$ cat src/rtl/core/encoder_speed_position_tracker_defines.svh
// Assertion macros for the encoder speed and position tracker.
// Depends on nothing; included by modules that carry assertions.
`ifndef ENCODER_SPEED_POSITION_TRACKER_DEFINES_SVH
`define ENCODER_SPEED_POSITION_TRACKER_DEFINES_SVH

// Check a consequent in the same cycle as its antecedent.
`define ESPT_ASSERT_SAME(label, clk, rst, ante, cons, msg) \
   label: assert property (@(posedge clk) disable iff (rst) (ante) |-> (cons)) \
      else $error(msg);

// Check a consequent in the cycle after its antecedent.
`define ESPT_ASSERT_NEXT(label, clk, rst, ante, cons, msg) \
   label: assert property (@(posedge clk) disable iff (rst) (ante) |=> (cons)) \
      else $error(msg);

`endif

$ cat src/rtl/core/espt_pkg.sv
// Types and constants of the encoder speed and position tracker.
// Depends on nothing.
`default_nettype none

package espt_pkg;

   localparam int unsigned RPM_W = 26;
   localparam logic [RPM_W-1:0] RPM_US_NUM = 26'd60000000;
   localparam logic [16:0] ALPHA_ONE = 17'd65536;
   localparam int unsigned DIV_STEPS = 32;
   localparam int unsigned STEP_W = $clog2(DIV_STEPS);

   localparam int unsigned CSR_INDEX_W = 8;
   localparam logic [CSR_INDEX_W-1:0] CSR_ENCODER_PRESENT = 8'd0;
   localparam logic [CSR_INDEX_W-1:0] CSR_REVERSE_DIRECTION = 8'd1;
   localparam logic [CSR_INDEX_W-1:0] CSR_PULSES_PER_REV = 8'd2;
   localparam logic [CSR_INDEX_W-1:0] CSR_ALPHA_Q16 = 8'd3;

   localparam logic OP_TICK = 1'b0;
   localparam logic OP_LOAD = 1'b1;

   typedef enum logic [6:0] {
      S_IDLE = 7'b0000001,
      S_MUL  = 7'b0000010,
      S_CHK  = 7'b0000100,
      S_DIV  = 7'b0001000,
      S_FILT = 7'b0010000,
      S_ACC  = 7'b0100000,
      S_EMIT = 7'b1000000
   } state_type;

endpackage

`default_nettype wire

$ cat src/rtl/core/encoder_speed_position_tracker.sv
// Encoder speed and position tracker: count delta, RPM quotient, smoothing filter.
// Depends on espt_pkg and encoder_speed_position_tracker_defines.svh.
//
// A tick with an encoder present and a nonzero count delta runs from acceptance
// to the next acceptance through the delta, the numerator and denominator
// products, the range check, the restoring divider, which yields one quotient
// bit per cycle, the filter multiply and accumulate and the result word. A tick
// whose quotient already overflows 32 bits at the range check skips the divider.
// A load, a tick with no encoder and a tick with a zero delta go straight to the
// result word. The result word sits in an output register, so a new word is
// accepted while the previous result waits; only completion waits on rsp_ready.
`default_nettype none

`include "encoder_speed_position_tracker_defines.svh"

module encoder_speed_position_tracker
   import espt_pkg::*;
#(
   parameter int unsigned COUNTER_WIDTH = 16,
   parameter int unsigned SPEED_FRAC_BITS = 8
) (
   input  wire                    clock,
   input  wire                    reset,
   input  wire                    csr_valid,
   output logic                   csr_ready,
   input  wire [CSR_INDEX_W-1:0]  csr_index,
   input  wire [31:0]             csr_wdata,
   input  wire                    req_valid,
   output logic                   req_ready,
   input  wire                    req_op,
   input  wire [15:0]             req_counter_value,
   input  wire [15:0]             req_tick_period_us,
   input  wire signed [63:0]      req_load_position,
   output logic                   rsp_valid,
   input  wire                    rsp_ready,
   output logic signed [63:0]     rsp_position,
   output logic signed [31:0]     rsp_speed_rpm_q8,
   output logic signed [15:0]     rsp_count_delta,
   output logic                   rsp_speed_saturated
);

   localparam int unsigned CW = COUNTER_WIDTH;
   localparam int unsigned PROD_W = CW + RPM_W;
   localparam int unsigned NUM_W = PROD_W + SPEED_FRAC_BITS;
   localparam int unsigned HI_W = NUM_W - 32;
   localparam int unsigned CMP_W = (HI_W > 32) ? HI_W : 32;

   state_type state_ff, state_in;
   logic rsp_valid_ff, rsp_valid_in;
   logic enc_present_ff, enc_present_in;
   logic reverse_ff, reverse_in;
   logic [15:0] ppr_ff, ppr_in;
   logic [16:0] alpha_ff, alpha_in;
   logic [CW-1:0] last_count_ff, last_count_in;
   logic [63:0] position_ff, position_in;
   logic [31:0] filt_ff, filt_in;
   logic [CW-1:0] delta_ff, delta_in;
   logic neg_ff, neg_in;
   logic [CW-1:0] mag_ff, mag_in;
   logic [15:0] dt_ff, dt_in;
   logic [NUM_W-1:0] num_ff, num_in;
   logic [31:0] den_ff, den_in;
   logic [31:0] rem_ff, rem_in;
   logic [31:0] quo_ff, quo_in;
   logic [STEP_W-1:0] step_ff, step_in;
   logic sat_ff, sat_in;
   logic [50:0] prod_ff, prod_in;
   logic [63:0] rsp_position_ff, rsp_position_in;
   logic [31:0] rsp_speed_ff, rsp_speed_in;
   logic [15:0] rsp_delta_ff, rsp_delta_in;
   logic rsp_sat_ff, rsp_sat_in;

   logic req_fire;
   logic [CW-1:0] cur_cnt, raw_diff, delta_now;
   logic [15:0] ppr_eff;
   logic [16:0] alpha_eff;
   logic [PROD_W-1:0] rpm_prod;
   logic [HI_W-1:0] num_hi;
   logic [33:0] trial;
   logic sat_now;
   logic [31:0] speed_mag, raw_rpm;
   logic signed [32:0] fdiff;
   logic signed [17:0] alpha_s;
   logic signed [50:0] fprod;
   logic [51:0] fsum;

   assign req_ready = (state_ff == S_IDLE);
   assign csr_ready = 1'b1;
   assign req_fire = req_valid && req_ready;

   assign cur_cnt = CW'(req_counter_value);
   assign raw_diff = cur_cnt - last_count_ff;
   assign delta_now = reverse_ff ? (CW'(0) - raw_diff) : raw_diff;
   assign ppr_eff = (ppr_ff == 16'd0) ? 16'd1 : ppr_ff;
   assign alpha_eff = (alpha_ff > ALPHA_ONE) ? ALPHA_ONE : alpha_ff;
   assign rpm_prod = PROD_W'(mag_ff) * PROD_W'(RPM_US_NUM);
   assign num_hi = num_ff[NUM_W-1:32];
   assign trial = {1'b0, rem_ff, quo_ff[31]} - {2'b00, den_ff};
   assign sat_now = sat_ff | quo_ff[31];
   assign speed_mag = sat_now ? (neg_ff ? 32'h8000_0000 : 32'h7FFF_FFFF) : quo_ff;
   assign raw_rpm = neg_ff ? (32'd0 - speed_mag) : speed_mag;
   assign fdiff = $signed({raw_rpm[31], raw_rpm}) - $signed({filt_ff[31], filt_ff});
   assign alpha_s = $signed({1'b0, alpha_eff});
   assign fprod = alpha_s * fdiff;
   assign fsum = {{4{filt_ff[31]}}, filt_ff, 16'd0} + {prod_ff[50], prod_ff} + 52'd32768;

   always_comb begin
      state_in = state_ff;
      rsp_valid_in = rsp_valid_ff;
      enc_present_in = enc_present_ff;
      reverse_in = reverse_ff;
      ppr_in = ppr_ff;
      alpha_in = alpha_ff;
      last_count_in = last_count_ff;
      position_in = position_ff;
      filt_in = filt_ff;
      delta_in = delta_ff;
      neg_in = neg_ff;
      mag_in = mag_ff;
      dt_in = dt_ff;
      num_in = num_ff;
      den_in = den_ff;
      rem_in = rem_ff;
      quo_in = quo_ff;
      step_in = step_ff;
      sat_in = sat_ff;
      prod_in = prod_ff;
      rsp_position_in = rsp_position_ff;
      rsp_speed_in = rsp_speed_ff;
      rsp_delta_in = rsp_delta_ff;
      rsp_sat_in = rsp_sat_ff;

      if (csr_valid && csr_ready) begin
         case (csr_index)
            CSR_ENCODER_PRESENT: enc_present_in = csr_wdata[0];
            CSR_REVERSE_DIRECTION: reverse_in = csr_wdata[0];
            CSR_PULSES_PER_REV: ppr_in = csr_wdata[15:0];
            CSR_ALPHA_Q16: alpha_in = csr_wdata[16:0];
            default: ;
         endcase
      end

      if (rsp_valid_ff && rsp_ready) begin
         rsp_valid_in = 1'b0;
      end

      case (state_ff)
         S_IDLE: begin
            if (req_fire) begin
               delta_in = '0;
               sat_in = 1'b0;
               state_in = S_EMIT;
               if (req_op == OP_LOAD) begin
                  position_in = req_load_position;
                  last_count_in = '0;
               end else if (enc_present_ff) begin
                  delta_in = delta_now;
                  last_count_in = cur_cnt;
                  position_in = position_ff + 64'($signed(delta_now));
                  neg_in = delta_now[CW-1];
                  mag_in = delta_now[CW-1] ? (CW'(0) - delta_now) : delta_now;
                  dt_in = (req_tick_period_us == 16'd0) ? 16'd1 : req_tick_period_us;
                  if (delta_now == '0) begin
                     filt_in = '0;
                  end else begin
                     state_in = S_MUL;
                  end
               end
            end
         end
         S_MUL: begin
            num_in = NUM_W'(rpm_prod) << SPEED_FRAC_BITS;
            den_in = {16'd0, dt_ff} * {16'd0, ppr_eff};
            state_in = S_CHK;
         end
         S_CHK: begin
            if (CMP_W'(num_hi) >= CMP_W'(den_ff)) begin
               sat_in = 1'b1;
               state_in = S_FILT;
            end else begin
               rem_in = 32'(num_hi);
               quo_in = num_ff[31:0];
               step_in = '0;
               state_in = S_DIV;
            end
         end
         S_DIV: begin
            if (!trial[33]) begin
               rem_in = trial[31:0];
            end else begin
               rem_in = {rem_ff[30:0], quo_ff[31]};
            end
            quo_in = {quo_ff[30:0], !trial[33]};
            step_in = step_ff + STEP_W'(1);
            if (step_ff == STEP_W'(DIV_STEPS - 1)) begin
               state_in = S_FILT;
            end
         end
         S_FILT: begin
            sat_in = sat_now;
            prod_in = fprod;
            state_in = S_ACC;
         end
         S_ACC: begin
            filt_in = fsum[47:16];
            state_in = S_EMIT;
         end
         S_EMIT: begin
            if (!rsp_valid_ff || rsp_ready) begin
               rsp_position_in = enc_present_ff ? position_ff : 64'd0;
               rsp_speed_in = enc_present_ff ? filt_ff : 32'd0;
               rsp_delta_in = 16'($signed(delta_ff));
               rsp_sat_in = sat_ff;
               rsp_valid_in = 1'b1;
               state_in = S_IDLE;
            end
         end
         default: state_in = S_IDLE;
      endcase
   end

   always_ff @(posedge clock) begin
      if (reset) begin
         state_ff <= S_IDLE;
         rsp_valid_ff <= 1'b0;
         enc_present_ff <= 1'b0;
         reverse_ff <= 1'b0;
         ppr_ff <= 16'd1;
         alpha_ff <= ALPHA_ONE;
         last_count_ff <= '0;
         position_ff <= '0;
         filt_ff <= '0;
      end else begin
         state_ff <= state_in;
         rsp_valid_ff <= rsp_valid_in;
         enc_present_ff <= enc_present_in;
         reverse_ff <= reverse_in;
         ppr_ff <= ppr_in;
         alpha_ff <= alpha_in;
         last_count_ff <= last_count_in;
         position_ff <= position_in;
         filt_ff <= filt_in;
      end
   end

   always_ff @(posedge clock) begin
      delta_ff <= delta_in;
      neg_ff <= neg_in;
      mag_ff <= mag_in;
      dt_ff <= dt_in;
      num_ff <= num_in;
      den_ff <= den_in;
      rem_ff <= rem_in;
      quo_ff <= quo_in;
      step_ff <= step_in;
      sat_ff <= sat_in;
      prod_ff <= prod_in;
      rsp_position_ff <= rsp_position_in;
      rsp_speed_ff <= rsp_speed_in;
      rsp_delta_ff <= rsp_delta_in;
      rsp_sat_ff <= rsp_sat_in;
   end

   assign rsp_valid = rsp_valid_ff;
   assign rsp_position = rsp_position_ff;
   assign rsp_speed_rpm_q8 = rsp_speed_ff;
   assign rsp_count_delta = rsp_delta_ff;
   assign rsp_speed_saturated = rsp_sat_ff;

   `ESPT_ASSERT_NEXT(a_moving_tick_starts_mul, clock, reset,
      req_fire && req_op == OP_TICK && enc_present_ff && delta_now != '0,
      state_ff == S_MUL, "moving tick did not start the speed path")
   `ESPT_ASSERT_SAME(a_div_nonzero_den, clock, reset,
      state_ff == S_DIV, den_ff != 32'd0, "division by zero denominator")
   `ESPT_ASSERT_SAME(a_div_rem_below_den, clock, reset,
      state_ff == S_DIV, rem_ff < den_ff, "divider remainder out of range")
   `ESPT_ASSERT_NEXT(a_load_sets_state, clock, reset,
      req_fire && req_op == OP_LOAD,
      last_count_ff == '0 && position_ff == $past(req_load_position),
      "load did not set position and clear last count")

endmodule

`default_nettype wire
$ cat config.mk
export PLATFORM = sky130hd
export DESIGN_NAME = encoder_speed_position_tracker
export DESIGN_NICKNAME = d
export VERILOG_FILES = /design/src/rtl/core/espt_pkg.sv /design/src/rtl/core/encoder_speed_position_tracker.sv
export VERILOG_INCLUDE_DIRS = /design/src /design/src/rtl/core
export SDC_FILE = /design/constraint.sdc
export NUM_CORES = 2
export LEC_CHECK = 0
export BUFFER_PORTS_ARGS = -buffer_cell sky130_fd_sc_hd__buf_2
export CAP_MARGIN = 20
export CORE_MARGIN = 1.5
export CORE_UTILIZATION = 50
export CTS_CLUSTER_SIZE = 25
export DETAILED_ROUTE_END_ITERATION = 7
export PLACE_DENSITY = 0.69
export SETUP_SLACK_MARGIN = 0.3
export SKIP_LAST_GASP = 1
export SYNTH_ARGS = -nofsm -noshare
export SYNTH_HDL_FRONTEND = slang
export SYNTH_SLANG_ARGS = --single-unit
$ cat constraint.sdc
create_clock -name clock -period 31.2 [get_ports clock]
set_clock_uncertainty 0.15 [all_clocks]
set_input_delay 9.36 -clock clock [delete_from_list [all_inputs] [get_ports clock]]
set_output_delay 9.36 -clock clock [all_outputs]
set_load 0.1 [all_outputs]
==> results.sh <==
export IMPL_syn_avg_cell_area_um2=9.09
export IMPL_cts_buffer_depth=3
export IMPL_irDropWorstVdd_uv=48.2
export IMPL_setup_violations=0
export IMPL_critPathTopFamily="compound AO/OA/AOI/OAI gates"
export IMPL_r2r_end="prod_ff[47]"
export IMPL_ctsHoldBuffers=0
export IMPL_p_leak_nw=30.3
export IMPL_grt_max_degree=102
export IMPL_drv_slew=0
export IMPL_gp_congestion=0.957
export IMPL_dieWidth_um=349
export IMPL_routedWlPerCell_um=19.0
export IMPL_crit_type="primary input to flop"
export IMPL_core_um2=118000
export IMPL_cts_sink_count=486
export IMPL_startpoint_type="primary input"
export IMPL_top_usage_layer="met2"
export IMPL_layout_commonest_cell="inv_1"
export IMPL_dp_slack_ps=14500
export IMPL_final_hold_viol_count=0
export IMPL_fin_area_um2=65100
export IMPL_h_tree_depth=2
export IMPL_clockRootBuffer="clkbuf_16"
export IMPL_antenna_left=0
export IMPL_yosys_warnings=0
export IMPL_relSlewSlack_pct=15.3
export IMPL_setup_tns_ps=0
export IMPL_synthArstFlopShare_pct=0
export IMPL_cp_startpoint="req_counter_value[0]"
export IMPL_drt_pass1_iter_count=5
export IMPL_period_minus_slack_ps=16160
export IMPL_power_density_nw_per_um2=27.7
export IMPL_drt_iter0_drc=3208
export IMPL_synth_fp_nets=8074
export IMPL_setup_ws_ps=15040
export IMPL_synth_top_flop_cell="edfxtp_1"
export IMPL_rsz0062_at_grt="no"
export IMPL_post_cts_buffers=0
export IMPL_r2r_slack_ps=18000
export IMPL_initial_core_util_pct=50.6
export IMPL_area_growth_pct=8.67
export IMPL_worstMarginPinSlew_ps=1260
export IMPL_cts_resized=0
export IMPL_first_global_vias=46700
export IMPL_clkTransAtPathRegs_ps=60
export IMPL_regToRegStartpoint="quo_ff[31]"
export IMPL_route_detailed_drc=0
export IMPL_grt_use_met3_pct=5.31
export IMPL_cp_required_ps=31600
export IMPL_overflow=0
export IMPL_io_pins=258
export IMPL_syn_inst=6590
export IMPL_final_cell_mix="1125 x inv_1, 790 x fa_1, 739 x nand2_1"
export IMPL_critical_path_endpoint_type="flop"
export IMPL_ys_seq_area_share_pct=21.8
export IMPL_viasPerCell=5.53
export IMPL_crit_path_top_delay_cell="a311oi_1"
export IMPL_io_buffers=241
export IMPL_cap_violations=0
export IMPL_synth_edff_count=331
export IMPL_reg2reg_depth=48
export IMPL_num_vias=46200
export IMPL_synth_distinct_cells=88
export IMPL_numCtsBuffers=60
export IMPL_routed_wl_um=159000
export IMPL_cp_arrival_ps=16560
export IMPL_cts_tree="done"
export IMPL_clock_latency_ps=700
export IMPL_synth_seq_cells=486
export IMPL_die_y_um=349
export IMPL_status="complete, no violations"
export IMPL_hp_class="flop to flop"
export IMPL_cp_num_cells=28
export IMPL_timing_hold_ws_ps=267
export IMPL_track_usage_pct=26.4
export IMPL_max_stage_delay_ps=770
export IMPL_whs_path_depth=0
export IMPL_crit_path_end="position_ff[63]"
export IMPL_fmax_mhz=61.9
export IMPL_hpwl_um=126000
export IMPL_use_met1_pct=36.4
export IMPL_drive_gt1_share_pct=7.12
export IMPL_fin_crit_sh_pct=51.8
export IMPL_placementRows=126
export IMPL_dpl_cell_area_um2=62800
export IMPL_syn_cell_area_um2=59900
export IMPL_final_net_count=8187
export IMPL_gr_usage_met2_pct=42.7
export IMPL_grt_pass1_wl_um=254000
export IMPL_die_area_um2=122000
export IMPL_path_max_fanout=21
export IMPL_cp_num_buf_inv=5
export IMPL_antenna_found_initial=23
per-layer routing:
layer,share of wire (%),wire (µm),up-vias
met1,43,68600,22800
met5,0.15,240,-
li1,-,-,21500
met4,2.4,3880,36
met2,46,72900,1553
met3,8.3,13300,257
cells in the mapped netlist, types with 79 or more instances:
library cell	instances	area [µm²]
clkbuf_1	250	938
ha_1	552	6910
inv_1	1127	4230
fa_1	790	15800
nand2_1	740	2780
edfxtp_1	331	9940
xor2_1	101	885
nor2_1	564	2120
dfxtp_1	155	3100
xnor2_1	197	1730
a21o_1	124	931
and2_1	259	1620
nand2b_1	79	494
a21oi_1	298	1490
o21ai_0	184	921
per-stage QoR:
step           total power [mW]  util, %  instances
2_1_floorplan             0.964        -       6590
3_3_place_gp               1.05     53.0       8234
3_5_place_dp               1.05     53.1       8235
4_1_cts                    1.81     54.9       8349
5_1_grt                    1.87     55.0       8355
6_report                   1.80     55.0       8359
registers in the layout, summed over array words and instances, names as in the netlist, 33 cells and up:
| register | flops |
|---|---|
| position_ff | 64 |
| rsp_position | 64 |
| num_ff | 34 |
| prod_ff | 33 |
how the worst min path moves through the flow:
stage                      start                  end  slack [ps]
detailed placement   delta_ff[3]   rsp_count_delta[3]         260
finish              delta_ff[10]  rsp_count_delta[10]         270
floorplan            delta_ff[0]   rsp_count_delta[0]         250
CTS                  delta_ff[0]   rsp_count_delta[0]         270
global route         delta_ff[0]   rsp_count_delta[0]         270
global placement    delta_ff[15]  rsp_count_delta[15]         250
power breakdown:
group	total (mW)	internal (mW)	leakage, nW	switching (mW)
clock	0.763	0.452	1.05	0.311
combinational	0.327	0.103	25.1	0.224
sequential	0.714	0.703	4.19	0.0111
total	1.80	1.26	30.3	0.546
cell families after synthesis:
group                    count (synthesis)  synth area share (%)
AND/OR/NAND/NOR                       1993                  15.3
buffers and inverters                 1388                  8.71
adder cells (fa/ha/maj)               1342                  37.9
AO/OA/AOI/OAI                         1035                  11.1
flip-flops                             486                  21.8
XOR/XNOR                               298                  4.36
multiplexers                            47                 0.796
other                                    1               0.00626
worst register-to-register path, delay by kind of cell (launching register included):
| kind | cells | cell delay [ps] |
|---|---|---|
| AOI/OAI and AO/OA | 15 | 3650 |
| xor gates and xnor gates | 3 | 450 |
| adders and majority gates | 8 | 3760 |
| buffers and inverters | 7 | 970 |
| DFF | 1 | 530 |
| and+or+nand+nor | 15 | 3390 |
final cells by class:
class,instances,area [µm²]
Clock buffer,76,1670
Multi-Input combinational cell,4716,41800
Sequential cell,486,13000
Inverter,1128,4230
Clock inverter,38,509
Fill cell,10600,53300
Tap cell,1600,2000
Timing Repair Buffer,311,1770
Antenna cell,4,10.0
Note: power is estimated with default switching activity, not from simulation.
